### config.mk
export PLATFORM = sky130hd
export DESIGN_NAME = power_supply_sequencer_flat
export DESIGN_NICKNAME = d
export VERILOG_FILES = /design/src/hdl/pss_pkg.sv /design/src/hdl/pss_if.sv /design/src/hdl/power_supply_sequencer.sv /design/src/flat_wrapper.sv
export SDC_FILE = /design/constraint.sdc
export NUM_CORES = 1
export LEC_CHECK = 0
export ABC_AREA = 1
export BUFFER_PORTS_ARGS = -buffer_cell sky130_fd_sc_hd__buf_2
export CAP_MARGIN = 20
export CORE_ASPECT_RATIO = 0.5
export CORE_MARGIN = 2
export CORE_UTILIZATION = 55
export CTS_CLUSTER_DIAMETER = 150
export DETAILED_ROUTE_END_ITERATION = 8
export GPL_ROUTABILITY_DRIVEN = 0
export GPL_TIMING_DRIVEN = 1
export PLACE_DENSITY = 0.8
export SYNTH_ARGS = -nofsm -noshare
export SYNTH_HDL_FRONTEND = slang
export SYNTH_SLANG_ARGS = --single-unit
### constraint.sdc
create_clock -name clock -period 4.3 [get_ports clock]
set_clock_uncertainty 0.1 [all_clocks]
set_input_delay 0.645 -clock clock [delete_from_list [all_inputs] [get_ports clock]]
set_output_delay 0.645 -clock clock [all_outputs]
set_load 0.02 [all_outputs]
### src/hdl/pss_pkg.sv
`default_nettype none

package pss_pkg;

   // Widths of the channel fields.
   localparam int CMD_WIDTH       = 2;
   localparam int REQ_IDX_WIDTH   = 3;
   localparam int STATE_WIDTH     = 2;
   localparam int MASK_OUT_WIDTH  = 8;
   localparam int CSR_INDEX_WIDTH = 3;
   localparam int CFG_WIDTH       = 16;

   // Defaults for the top-level parameters.
   localparam int DEFAULT_REQUESTERS = 8;
   localparam int DEFAULT_TIMER_BITS = 16;

   // A deactivate delay of this value never expires.
   localparam logic [CFG_WIDTH-1:0] NEVER_DELAY = '1;

   // Configuration reset values.
   localparam logic                 RESET_PG_SENSE      = 1'b1;
   localparam logic [CFG_WIDTH-1:0] RESET_DEACT_DELAY   = 16'd1000;
   localparam logic [CFG_WIDTH-1:0] RESET_ACTIVATE_POLL = 16'd100;
   localparam logic [CFG_WIDTH-1:0] RESET_ACTIVE_POLL   = 16'd1000;
   localparam logic [CFG_WIDTH-1:0] RESET_INACTIVE_POLL = 16'd10000;

   typedef enum logic [STATE_WIDTH-1:0] {
      ST_INACTIVE   = 2'd0,
      ST_ACTIVATE   = 2'd1,
      ST_ACTIVE     = 2'd2,
      ST_DEACTIVATE = 2'd3
   } pss_state_type;

   typedef enum logic [CMD_WIDTH-1:0] {
      CMD_TICK       = 2'd0,
      CMD_SET_REQ    = 2'd1,
      CMD_CLEAR_REQ  = 2'd2,
      CMD_PIN_CHANGE = 2'd3
   } pss_cmd_type;

   typedef enum logic [CSR_INDEX_WIDTH-1:0] {
      CSR_PG_SENSE      = 3'd0,
      CSR_DEACT_DELAY   = 3'd1,
      CSR_ACTIVATE_POLL = 3'd2,
      CSR_ACTIVE_POLL   = 3'd3,
      CSR_INACTIVE_POLL = 3'd4
   } pss_csr_index_type;

endpackage

`default_nettype wire

### src/hdl/pss_if.sv
`default_nettype none

interface pss_req_if;
   import pss_pkg::*;
   logic                     valid;
   logic                     ready;
   logic [CMD_WIDTH-1:0]     command;
   logic [REQ_IDX_WIDTH-1:0] requester;
   logic                     power_good_level;

   modport source (output valid, command, requester, power_good_level, input ready);
   modport sink   (input valid, command, requester, power_good_level, output ready);
endinterface

interface pss_rsp_if;
   import pss_pkg::*;
   logic                      valid;
   logic                      ready;
   logic                      power_enable;
   logic                      power_good_flag;
   logic [STATE_WIDTH-1:0]    sequencer_state;
   logic [MASK_OUT_WIDTH-1:0] request_bits;

   modport source (output valid, power_enable, power_good_flag, sequencer_state,
                   request_bits, input ready);
   modport sink   (input valid, power_enable, power_good_flag, sequencer_state,
                   request_bits, output ready);
endinterface

interface pss_csr_if;
   import pss_pkg::*;
   logic                       valid;
   logic                       ready;
   logic [CSR_INDEX_WIDTH-1:0] index;
   logic [CFG_WIDTH-1:0]       data;

   modport source (output valid, index, data, input ready);
   modport sink   (input valid, index, data, output ready);
endinterface

`default_nettype wire

### src/hdl/power_supply_sequencer.sv
// Channel   Dir  Payload                                               Transfer when
// req_ch    in   command, requester, power_good_level                  valid && ready
// rsp_ch    out  power_enable, power_good_flag, sequencer_state,       valid && ready
//                request_bits
// csr_ch    in   index, data                                           valid && ready
//
// Every request transfer produces exactly one response, registered and presented in the following cycle.
// The sequencer state registers double as the response register, so one item
// is taken per cycle as long as the response side keeps up.
// While a response waits unclaimed, req_ch.ready drops; it rises again in the
// cycle that response is taken, so no bubble is inserted.
// Reset (synchronous, active high) restores the inactive state, an empty
// request mask, a disarmed countdown and the default configuration.
`default_nettype none

module power_supply_sequencer #(
   parameter int REQUESTERS = pss_pkg::DEFAULT_REQUESTERS,
   parameter int TIMER_BITS = pss_pkg::DEFAULT_TIMER_BITS
) (
   input  wire       clock,
   input  wire       reset,
   pss_req_if.sink   req_ch,
   pss_rsp_if.source rsp_ch,
   pss_csr_if.sink   csr_ch
);
   import pss_pkg::*;

   // Largest countdown value; wider loads are clipped to it.
   localparam logic [31:0] TIMER_MAX32 = 32'hFFFF_FFFF >> (32 - TIMER_BITS);

   // Configuration registers.
   logic                 pg_sense_ff;
   logic [CFG_WIDTH-1:0] deact_delay_ff;
   logic [CFG_WIDTH-1:0] activate_poll_ff;
   logic [CFG_WIDTH-1:0] active_poll_ff;
   logic [CFG_WIDTH-1:0] inactive_poll_ff;

   // Sequencer state; it also holds the pending response payload.
   pss_state_type           state_ff, state_in;
   logic [REQUESTERS-1:0]   mask_ff, mask_in;
   logic [TIMER_BITS-1:0]   remaining_ff, remaining_in;
   logic                    armed_ff, armed_in;
   logic                    enable_ff, enable_in;
   logic                    good_ff, good_in;
   logic                    rsp_valid_ff, rsp_valid_in;

   logic                    req_fire;
   logic                    csr_fire;
   logic [REQUESTERS-1:0]   req_onehot;
   logic [31:0]             mask32;

   // Clip a configured interval to the countdown width.
   function automatic logic [TIMER_BITS-1:0] fit_timer(input logic [CFG_WIDTH-1:0] value);
      logic [31:0] value32;
      value32 = 32'(value);
      if (value32 > TIMER_MAX32) begin
         return TIMER_BITS'(TIMER_MAX32);
      end
      return TIMER_BITS'(value32);
   endfunction

   // A new item is taken when no response is pending or the pending one
   // leaves in this same cycle.
   assign req_ch.ready = !rsp_valid_ff || rsp_ch.ready;
   assign req_fire     = req_ch.valid && req_ch.ready;
   assign csr_ch.ready = 1'b1;
   assign csr_fire     = csr_ch.valid;

   // Requester decode; an index beyond the requester count selects nothing,
   // so the mask stays unchanged while the event still wakes the machine as a valid index would.
   always_comb begin
      for (int i = 0; i < REQUESTERS; i++) begin
         req_onehot[i] = (32'(req_ch.requester) == 32'(i));
      end
   end

   // Next-state logic: mask update, countdown, then the state machine
   // evaluation when the event wakes it.
   always_comb begin
      logic                 wake;
      logic                 good;
      logic                 any;
      logic                 timeout;
      logic                 do_enter;
      logic                 may_be_never;
      pss_state_type        target;
      logic [CFG_WIDTH-1:0] interval;

      state_in     = state_ff;
      mask_in      = mask_ff;
      remaining_in = remaining_ff;
      armed_in     = armed_ff;
      enable_in    = enable_ff;
      good_in      = good_ff;
      wake         = 1'b0;
      do_enter     = 1'b0;
      may_be_never = 1'b0;
      target       = state_ff;
      interval     = inactive_poll_ff;

      good = !pg_sense_ff || req_ch.power_good_level;

      if (req_fire) begin
         unique case (req_ch.command)
            CMD_TICK: begin
               if (armed_ff) begin
                  if (remaining_ff != '0) begin
                     remaining_in = remaining_ff - 1'b1;
                  end
                  wake = (remaining_in == '0);
               end
            end
            CMD_SET_REQ: begin
               mask_in = mask_ff | req_onehot;
               wake    = (state_ff == ST_INACTIVE) || (state_ff == ST_DEACTIVATE);
            end
            CMD_CLEAR_REQ: begin
               mask_in = mask_ff & ~req_onehot;
               wake    = (state_ff == ST_ACTIVATE) || (state_ff == ST_ACTIVE);
            end
            CMD_PIN_CHANGE: begin
               wake = 1'b1;
            end
            default: begin
               wake = 1'b0;
            end
         endcase
      end

      any     = |mask_in;
      timeout = armed_ff && (remaining_in == '0);

      if (wake) begin
         good_in = good;
         unique case (state_ff)
            ST_INACTIVE: begin
               do_enter = 1'b1;
               if (any) begin
                  target    = ST_ACTIVATE;
                  interval  = activate_poll_ff;
                  enable_in = 1'b1;
               end else begin
                  target   = ST_INACTIVE;
                  interval = inactive_poll_ff;
               end
            end
            ST_ACTIVATE: begin
               priority if (!any) begin
                  do_enter     = 1'b1;
                  target       = ST_DEACTIVATE;
                  interval     = deact_delay_ff;
                  may_be_never = 1'b1;
               end else if (good) begin
                  do_enter = 1'b1;
                  target   = ST_ACTIVE;
                  interval = active_poll_ff;
               end else if (timeout) begin
                  do_enter = 1'b1;
                  target   = ST_ACTIVATE;
                  interval = activate_poll_ff;
               end else begin
                  do_enter = 1'b0;
               end
            end
            ST_ACTIVE: begin
               priority if (!any) begin
                  do_enter     = 1'b1;
                  target       = ST_DEACTIVATE;
                  interval     = deact_delay_ff;
                  may_be_never = 1'b1;
               end else if (!good) begin
                  do_enter = 1'b1;
                  target   = ST_ACTIVATE;
                  interval = activate_poll_ff;
               end else if (timeout) begin
                  do_enter = 1'b1;
                  target   = ST_ACTIVE;
                  interval = active_poll_ff;
               end else begin
                  do_enter = 1'b0;
               end
            end
            ST_DEACTIVATE: begin
               priority if (any && good) begin
                  do_enter = 1'b1;
                  target   = ST_ACTIVE;
                  interval = active_poll_ff;
               end else if (any) begin
                  do_enter = 1'b1;
                  target   = ST_ACTIVATE;
                  interval = activate_poll_ff;
               end else if (timeout) begin
                  // Delay ran out with nothing requested: power off.
                  do_enter  = 1'b1;
                  target    = ST_INACTIVE;
                  interval  = inactive_poll_ff;
                  enable_in = 1'b0;
                  good_in   = 1'b0;
               end else begin
                  do_enter = 1'b0;
               end
            end
            default: begin
               do_enter = 1'b0;
            end
         endcase
      end

      if (do_enter) begin
         state_in = target;
         if (may_be_never && (interval == NEVER_DELAY)) begin
            armed_in     = 1'b0;
            remaining_in = '0;
         end else begin
            armed_in     = 1'b1;
            remaining_in = fit_timer(interval);
         end
      end
   end

   // Response handshake: set by an accepted item, cleared when taken.
   always_comb begin
      rsp_valid_in = rsp_valid_ff;
      if (req_fire) begin
         rsp_valid_in = 1'b1;
      end else if (rsp_ch.ready) begin
         rsp_valid_in = 1'b0;
      end
   end

   always_ff @(posedge clock) begin
      if (reset) begin
         state_ff     <= ST_INACTIVE;
         mask_ff      <= '0;
         remaining_ff <= '0;
         armed_ff     <= 1'b0;
         enable_ff    <= 1'b0;
         good_ff      <= 1'b0;
         rsp_valid_ff <= 1'b0;
      end else begin
         state_ff     <= state_in;
         mask_ff      <= mask_in;
         remaining_ff <= remaining_in;
         armed_ff     <= armed_in;
         enable_ff    <= enable_in;
         good_ff      <= good_in;
         rsp_valid_ff <= rsp_valid_in;
      end
   end

   // Configuration writes; an unknown index is ignored.
   always_ff @(posedge clock) begin
      if (reset) begin
         pg_sense_ff      <= RESET_PG_SENSE;
         deact_delay_ff   <= RESET_DEACT_DELAY;
         activate_poll_ff <= RESET_ACTIVATE_POLL;
         active_poll_ff   <= RESET_ACTIVE_POLL;
         inactive_poll_ff <= RESET_INACTIVE_POLL;
      end else if (csr_fire) begin
         unique case (csr_ch.index)
            CSR_PG_SENSE:      pg_sense_ff      <= csr_ch.data[0];
            CSR_DEACT_DELAY:   deact_delay_ff   <= csr_ch.data;
            CSR_ACTIVATE_POLL: activate_poll_ff <= csr_ch.data;
            CSR_ACTIVE_POLL:   active_poll_ff   <= csr_ch.data;
            CSR_INACTIVE_POLL: inactive_poll_ff <= csr_ch.data;
            default: begin
               pg_sense_ff <= pg_sense_ff;
            end
         endcase
      end
   end

   // The response shows the state left by the last accepted item. The mask
   // is reported through its low bits, zero-filled for few requesters.
   assign mask32                 = 32'(mask_ff);
   assign rsp_ch.valid           = rsp_valid_ff;
   assign rsp_ch.power_enable    = enable_ff;
   assign rsp_ch.power_good_flag = good_ff;
   assign rsp_ch.sequencer_state = state_ff;
   assign rsp_ch.request_bits    = mask32[MASK_OUT_WIDTH-1:0];

endmodule

`default_nettype wire

### src/flat_wrapper.sv
// flat-port wrapper written by rule: the top's interface ports become plain ports
module power_supply_sequencer_flat import pss_pkg::*;
#(
   parameter int REQUESTERS = pss_pkg::DEFAULT_REQUESTERS,
   parameter int TIMER_BITS = pss_pkg::DEFAULT_TIMER_BITS
)
  (clock, reset, req_ch_valid, req_ch_command, req_ch_requester, req_ch_power_good_level, req_ch_ready, rsp_ch_valid, rsp_ch_power_enable, rsp_ch_power_good_flag, rsp_ch_sequencer_state, rsp_ch_request_bits, rsp_ch_ready, csr_ch_valid, csr_ch_index, csr_ch_data, csr_ch_ready);
  pss_req_if req_ch_i ();
  pss_rsp_if rsp_ch_i ();
  pss_csr_if csr_ch_i ();
  input  wire clock;
  input  wire reset;
  input wire logic [$bits(req_ch_i.valid)-1:0] req_ch_valid;
  input wire logic [$bits(req_ch_i.command)-1:0] req_ch_command;
  input wire logic [$bits(req_ch_i.requester)-1:0] req_ch_requester;
  input wire logic [$bits(req_ch_i.power_good_level)-1:0] req_ch_power_good_level;
  output wire logic [$bits(req_ch_i.ready)-1:0] req_ch_ready;
  output wire logic [$bits(rsp_ch_i.valid)-1:0] rsp_ch_valid;
  output wire logic [$bits(rsp_ch_i.power_enable)-1:0] rsp_ch_power_enable;
  output wire logic [$bits(rsp_ch_i.power_good_flag)-1:0] rsp_ch_power_good_flag;
  output wire logic [$bits(rsp_ch_i.sequencer_state)-1:0] rsp_ch_sequencer_state;
  output wire logic [$bits(rsp_ch_i.request_bits)-1:0] rsp_ch_request_bits;
  input wire logic [$bits(rsp_ch_i.ready)-1:0] rsp_ch_ready;
  input wire logic [$bits(csr_ch_i.valid)-1:0] csr_ch_valid;
  input wire logic [$bits(csr_ch_i.index)-1:0] csr_ch_index;
  input wire logic [$bits(csr_ch_i.data)-1:0] csr_ch_data;
  output wire logic [$bits(csr_ch_i.ready)-1:0] csr_ch_ready;
  assign req_ch_i.valid = req_ch_valid;
  assign req_ch_i.command = req_ch_command;
  assign req_ch_i.requester = req_ch_requester;
  assign req_ch_i.power_good_level = req_ch_power_good_level;
  assign req_ch_ready = req_ch_i.ready;
  assign rsp_ch_valid = rsp_ch_i.valid;
  assign rsp_ch_power_enable = rsp_ch_i.power_enable;
  assign rsp_ch_power_good_flag = rsp_ch_i.power_good_flag;
  assign rsp_ch_sequencer_state = rsp_ch_i.sequencer_state;
  assign rsp_ch_request_bits = rsp_ch_i.request_bits;
  assign rsp_ch_i.ready = rsp_ch_ready;
  assign csr_ch_i.valid = csr_ch_valid;
  assign csr_ch_i.index = csr_ch_index;
  assign csr_ch_i.data = csr_ch_data;
  assign csr_ch_ready = csr_ch_i.ready;
  power_supply_sequencer #(.REQUESTERS(REQUESTERS), .TIMER_BITS(TIMER_BITS)) u_core (.clock(clock), .reset(reset), .req_ch(req_ch_i), .rsp_ch(rsp_ch_i), .csr_ch(csr_ch_i));
endmodule
==> impl_results.md, run 1 <==
* Outcome: completed
* Hold_ws at roughly 360 ps
* DP Worst Slack at approximately 150 ps
* Clock Tree Root: clkbuf_16
* CORE AREA at about 12,000 µm²
* Final slew viol count at 0
* Tot GR Track Use at a little under a third
* Layout Cells excl Fill at ~1,300
* WL/cell at roughly 16 µm
* Most common cell in the netlist: nand2_1
* Compound-Gate Fraction of Synth Area at 15.0%
* Starting Density at approximately 58%
* Die Span X at 163 µm
* Synthesis-stage register bit count at 95
* CTS tree: yes
* Slew headroom at roughly 36%
* CTS hold repair buffers at 0
* Tmin final at 3910 ps
* Post_cts resized at 0
* Buffers on Ports at 43
* Yosys top cell area share at 27.4%
* Static Leak at between 3 and 4 nW
* Post-CTS Setup Inserts at 0
* Largest family of logic cells by synthesized area: simple AND/OR/NAND/NOR gates
* Cells after DPL at 1,324
* HPWL Detailed at 14,600 µm
* Number of max-cap violations at 0
* Synth Area in XOR/XNOR at approximately 1%
* Synth cell types at 42
* Final ANT Viol Nets at 0
* Max IR drop VDD at between 150 and 200 µV
* Mapped cell area at about 6900 µm²
* Critical Path RT at approximately 4400 ps
* First-pass GRT wire length at approximately 34,000 µm
* WP data arrival at ~4000 ps
* Residual DRC count at 0
* Main flop type after synthesis: dfxtp_1
* Row Count at 28
* H-tree depth at 3
* Crit path kind: flip-flop to flip-flop
* Final hold vios at 0
* Final setup fails at 0
* Sink Count at between 90 and 100
* Vias in the first global route at approximately 6,800
* DRT Pass-1 Iters at 6
* CP cell instances: inv_1 -> ha_1 -> nand2_4 -> nor2_8 -> nand2_4 -> o21ai_1 -> mux2i_1 -> nor3_1 -> nand2_1 -> nor2_4 -> buf_12 -> nand2_1 -> inv_2 -> o21ai_0 -> nand4_1 -> nand2_1 -> inv_1 -> o2111ai_1 -> o21ai_0 -> a21oi_1
* Ports at 45
* Sequential share of power at roughly 34%
* Routed vias at between 7,000 and 8,000
* Clock Tree Buf Depth at 2
* Antenna diode count at 0
* Clk Latency, worst-skew pair at 360 ps
* Initial antenna violation count at 0
* TritonCTS buffer count at 9
* Avg Synthesized Cell Area at 6.06 µm²
* Max frequency at about 0.26 GHz
* Power share of the combinational group at a little under two fifths
* Crit path top cell by count: nand2_1
* Clk pwr share at about 29%
* Fin crit share at about nine tenths
* Number of synthesized flops with an enable pin at 0
* Nets at 1,210
* P_int at 1.68 mW
* Setup tns final at 0 ps
* Post-synth ARST share at 0%
* Top cells by count, synth: nand2_1, nor2_1, inv_1
* Sequential fraction of the synthesis area at about 27%
* CP max-delay cell: dfxtp_1
* Die footprint at between 10,000 and 15,000 µm²
* Top post-synthesis cells by area: dfxtp_1, nand2_1, nand3_1, nor2_1, inv_1
* Final wirelength at between 20,000 and 25,000 µm
* RSZ-0062 raised after global routing: no
* Layout area overhead at 10.0%
* Max incr delay on CP at around 320 ps
* Setup crit end kind: flip-flop
* Syn Nets at 1,186
* Sw power at approximately 1.1 mW
* Actual slew at the worst max-slew pin at 959 ps
* Die H at ~83 µm
* Mapped Cells at around 1,100
* Total gr overflow at 0
* Max FO, Critical Path at 25
* Hold crit path type: flip-flop to flip-flop
* Switching Fraction at approximately 40%
* Syn. warnings at 0
* Cell type with the highest aggregate area in the netlist: dfxtp_1
* Vias per cell at 5.73
* Worst setup margin at 388 ps
* CP startpoint kind: flip-flop
* Synth Area in Adders at under 10%
* CTS clk-pin slew, worst paths at 80 ps
* Largest net degree at the start of global routing at between 40 and 50
* Share of layout cells above drive strength 1 at between 10% and 20%
* Mux contribution to synthesized area at less than 1%
* Pwr dens at between 300 and 400 nW/µm²
* DRT iter0 DRCs at just over 900
* Simple-gate share of the synthesized area at 42.4%
[final timing paths]
path,cells after the start,from,endpoint,slack [ps]
max,20,u_core.remaining_ff[0]$_SDFF_PP0_,u_core.rsp_ch.sequencer_state[0]$_SDFFE_PP0P_,390
min,2,u_core.deact_delay_ff[0]$_SDFFE_PP0P_,u_core.deact_delay_ff[0]$_SDFFE_PP0P_,360
max reg2reg,20,u_core.remaining_ff[0]$_SDFF_PP0_,u_core.rsp_ch.sequencer_state[0]$_SDFFE_PP0P_,390
min reg2reg,2,u_core.deact_delay_ff[0]$_SDFFE_PP0P_,u_core.deact_delay_ff[0]$_SDFFE_PP0P_,360
[critical path: cells and delay by family, from the launching register on]
kind                     cells  cell delay [ps]
AND/OR/NAND/NOR              9             1370
adder cells (fa/ha/maj)      1              310
multiplexers                 1              180
AO/OA/AOI/OAI                5              790
buffers and inverters        4              710
flip-flops                   1              320
[placed cells by master, fill, tap and decap left out, drive strengths merged, types with 10 or more instances in the layout]
| master | count |
|---|---|
| dfxtp | 95 |
| nor2 | 150 |
| clkbuf | 10 |
| buf | 75 |
| o211ai | 23 |
| nand3 | 134 |
| inv | 137 |
| nand3b | 13 |
| ha | 10 |
| nand2 | 296 |
| o21ai | 87 |
| nand4 | 21 |
| a21oi | 70 |
| or2 | 15 |
[registers in the layout, indices dropped and copies added (netlist names), 2 cells and up]
signal                         cells
u_core.activate_poll_ff           16
u_core.active_poll_ff             16
u_core.deact_delay_ff             16
u_core.inactive_poll_ff           16
u_core.remaining_ff               16
u_core.rsp_ch.request_bits         8
u_core.rsp_ch.sequencer_state      2
[cells by family (layout without fill, tap and decap cells)]
logic type | after synthesis | in the layout
and+or+nand+nor | 643 | 643
buffers and inverters | 200 | 229
AOI/OAI and AO/OA | 188 | 188
DFF | 95 | 95
adders and majority gates | 10 | 10
xor gates and xnor gates | 8 | 8
other | 1 | 1
muxes | 1 | 1
[routing by layer]
layer	GRT usage [%]	part of all wire (%)
met5	0	0
met4	10.9	2.4
met3	5.59	11
met2	46.7	42
met1	43.6	44
[through the flow]
step | util (%) | area, µm² | power (mW)
6_report | 63.3 | 7630 | 2.81
5_1_grt | 63.3 | 7630 | 2.94
4_1_cts | 63.3 | 7630 | 2.78
3_5_place_dp | 60.8 | 7330 | 1.97
3_3_place_gp | 60.8 | 7330 | 1.95
2_1_floorplan | - | 6940 | 1.71
[power groups by stage]
stage          registers (mW)  clock network [mW]  logic [mW]
4_1_cts                 0.953               0.825        1.00
3_5_place_dp            0.973                   0       0.994
3_3_place_gp            0.973                   0       0.981
2_1_floorplan           0.970                   0       0.741
5_1_grt                 0.959               0.859        1.12
6_report                0.955               0.820        1.03
[cell type report]
type                    instances  area, µm²
clock buffers                  10        239
flip-flops and latches         95       1900
fillers                      1114       4420
well taps                     165        206
inverters                     138        518
multi-input cells             851       4190
repair buffers                 75        518
clock inverters                 6       61.3
No activity file was read; power rests on OpenSTA's default activity.
==> run 2: changes to the inputs <==
--- a/config.mk
+++ b/config.mk
@@ -16,6 +16,8 @@
 export GPL_ROUTABILITY_DRIVEN = 0
 export GPL_TIMING_DRIVEN = 1
 export PLACE_DENSITY = 0.8
+export REMOVE_ABC_BUFFERS = 1
+export SETUP_SLACK_MARGIN = 0.2
 export SYNTH_ARGS = -nofsm -noshare
 export SYNTH_HDL_FRONTEND = slang
 export SYNTH_SLANG_ARGS = --single-unit
==> run 2 against run 1 <==
Effect of this change:
- worst hold slack worse by 5.4 ps
- sequential share of layout area down 0.32 points
- critical endpoint is now u_core.remaining_ff[3]$_SDFF_PP0_
- critical path depth up 4
- clock power up 8.8%
- cell area up 1.3%
- power up 3.2%
- via count up 1.5%
==> impl_results.md, run 2 (same netlist as run 1, synthesis figures left out) <==
* Max IR drop VDD at 184 µV (-5.5%)
* DRT iter0 DRCs at 1,100 (+19%)
* Metal2 WL at 9060 µm (+3.3%)
* Hold_ws at 355 ps (-5.37 ps)
* CP startpoint kind: input pin
* Total gr overflow at 0 (unchanged)
* Layout area overhead at 11.4%
* Fin crit share at 88.5% (-2.5 points)
* Sink Count at 95 (unchanged)
* Max frequency at 0.263 GHz (+2.8%)
* Tot GR Track Use at 31.2% (+0.47 points)
* Clock Tree Buf Depth at 2 (unchanged)
* Clock Tree Root: clkbuf_16
* Final core occ at 64.2% (+0.83 points)
* FF-to-FF Start: u_core.remaining_ff[0]$_SDFF_PP0_
* Outcome: completed
* Tmin final at 3800 ps (-108 ps)
* Metal3 WL at 2210 µm (-6.1%)
* H-tree depth at 3 (unchanged)
* Share of layout cells above drive strength 1 at 13.7% (+0.56 points)
* Nets at 1,213 (+0.25%)
* Ports at 45 (unchanged)
* Most frequent cells in the layout: nand2_1, nor2_1, inv_1
* WL/cell at 15.6 µm (+0.77%)
* Row Count at 28 (unchanged)
* Layout fillers at 1,144 (+2.7%)
* Residual DRC count at 0 (unchanged)
* Post-CTS Setup Inserts at 0 (unchanged)
* CTS tree: yes
* Crit path top cell by count: nand2_1
* Die H at 83.4 µm (unchanged)
* CTS hold repair buffers at 0 (unchanged)
* Most common cell after layout, fill and taps aside: nand2_1
* Clk Latency, worst-skew pair at 360 ps (about the same)
* Routed vias at 7,800 (+1.5%)
* CORE AREA at 12,100 µm² (unchanged)
* Final setup fails at 0 (unchanged)
* Max incr delay on CP at 360 ps (+40 ps)
* CP cell instances: buf_2 -> inv_1 -> ha_1 -> nand3_2 -> o21ai_0 -> nand2_1 -> nor2_1 -> nand2_1 -> nand2_1 -> inv_1 -> buf_4 -> nand2_1 -> nand2_1 -> nand3b_1 -> nand2_1 -> nand2_1 -> nand2_1 -> nand2_1 -> a21oi_2 -> nand2_1 -> nor2_4 -> nand3_4 -> nand3_1 -> a21oi_1
* Actual slew at the worst max-slew pin at 979 ps (+19.6 ps)
* DRT Pass-1 Iters at 6 (unchanged)
* HPWL Detailed at 14,400 µm (-1.3%)
* Max FO, Critical Path at 16 (-36%)
* Crit path kind: input pin to flip-flop
* DP Worst Slack at 49.2 ps (-101 ps)
* Starting Density at 57.6% (unchanged)
* Vias in the first global route at 7,170 (+4.8%)
* Number of max-cap violations at 0 (unchanged)
* CP delay by family, top: simple AND/OR/NAND/NOR gates
* RSZ-0062 raised after global routing: no
* CTS clk-pin slew, worst paths at 60 ps (-20 ps)
* Largest net degree at the start of global routing at 68 (+58%)
* Worst setup margin at 496 ps (+108 ps)
* Final hold vios at 0 (unchanged)
* Static Leak at 3.63 nW (+0.41%)
* First-pass GRT wire length at 34,600 µm (+3.1%)
* Pwr dens at 374 nW/µm² (+1.9%)
* WP data arrival at 3910 ps (-130 ps)
* Final wirelength at 21,000 µm (+1.0%)
* Final ANT Viol Nets at 0 (unchanged)
* Setup crit end kind: flip-flop
* Worst path bufs/invs at 4 (unchanged)
* Hold crit path type: flip-flop to flip-flop
* Die Span X at 163 µm (unchanged)
* Final slew viol count at 0 (unchanged)
* TritonCTS buffer count at 9 (unchanged)
* Metal1 wirelength at 8970 µm (-2.1%)
* CP max-delay cell: ha_1
* Critical Path RT at 4410 ps (-20 ps)
* Hold Crit Start: u_core.deact_delay_ff[1]$_SDFFE_PP0P_
* Initial antenna violation count at 0 (unchanged)
* Buffers on Ports at 43 (unchanged)
* Setup crit start: req_ch_command[0]
* Antenna diode count at 0 (unchanged)
* Die footprint at 13,600 µm² (unchanged)
* Slew headroom at 34.8% (-1.2 points)
* Vias per cell at 5.81 (+1.3%)
* Top Layer Used: met4
[run 2: final timing paths]
kind,depth (start not counted),slack (ps),to
max,24,500,u_core.remaining_ff[3]$_SDFF_PP0_
min,2,350,u_core.deact_delay_ff[1]$_SDFFE_PP0P_
max reg2reg,25,510,u_core.remaining_ff[3]$_SDFF_PP0_
min reg2reg,2,350,u_core.deact_delay_ff[1]$_SDFFE_PP0P_
[run 2: where the power goes]
part | internal [mW] | switching, mW | leakage (nW)
Clock | 0.517 | 0.375 | 0.154
Sequential | 0.920 | 0.0358 | 0.773
Combinational | 0.342 | 0.706 | 2.70
Total | 1.78 | 1.12 | 3.63
[run 2: area by class of cell]
type                    count  area, µm²  share of cell area, %
well taps                 165        206                   2.67
clock buffers               9        225                   2.91
clock inverters             7        104                   1.34
multi-input cells         852       4230                   54.7
repair buffers             75        531                   6.86
inverters                 138        522                   6.75
repair inverters            2       12.5                  0.162
flip-flops and latches     95       1900                   24.6
[run 2: per-layer routing]
layer	vias up	global-route usage, %
li1	3759	-
met1	3519	41.8
met2	431	48.2
met3	91	7.59
met4	0	12.9
met5	-	0
[run 2: worst reg2reg max path, cell delays in order (launching register included)]
cell	delay (ps)
dfxtp_1	350
inv_1	90
ha_1	280
nand2_4	160
nor2_8	70
nand2_4	180
nand4_2	170
nor2_1	270
xor2_1	150
nor2_1	200
nand3_4	130
buf_12	180
nand3_1	80
nand3_1	70
nand2_1	70
nand2_1	50
nand2_1	60
nand2_1	60
nand2_1	80
nand2_1	130
nor2_1	130
nand2_1	100
nor2_4	160
nand3_4	150
nand3_1	120
a21oi_1	70
[run 2: through the flow]
step	cells	power, mW	cell area, µm²	setup TNS (ps)
floorplan	1084	1.64	6610	-1020
global placement	1324	1.95	7350	0
detailed placement	1324	1.97	7350	0
CTS	1340	2.86	7670	0
global route	1343	3.05	7730	0
finish	1343	2.90	7730	0
[run 2: what timing repair did]
action | CTS | global route
resized for setup | 0 | 12
setup endpoints to repair | 0 | 17
endpoints found under the hold margin | 0 | 0
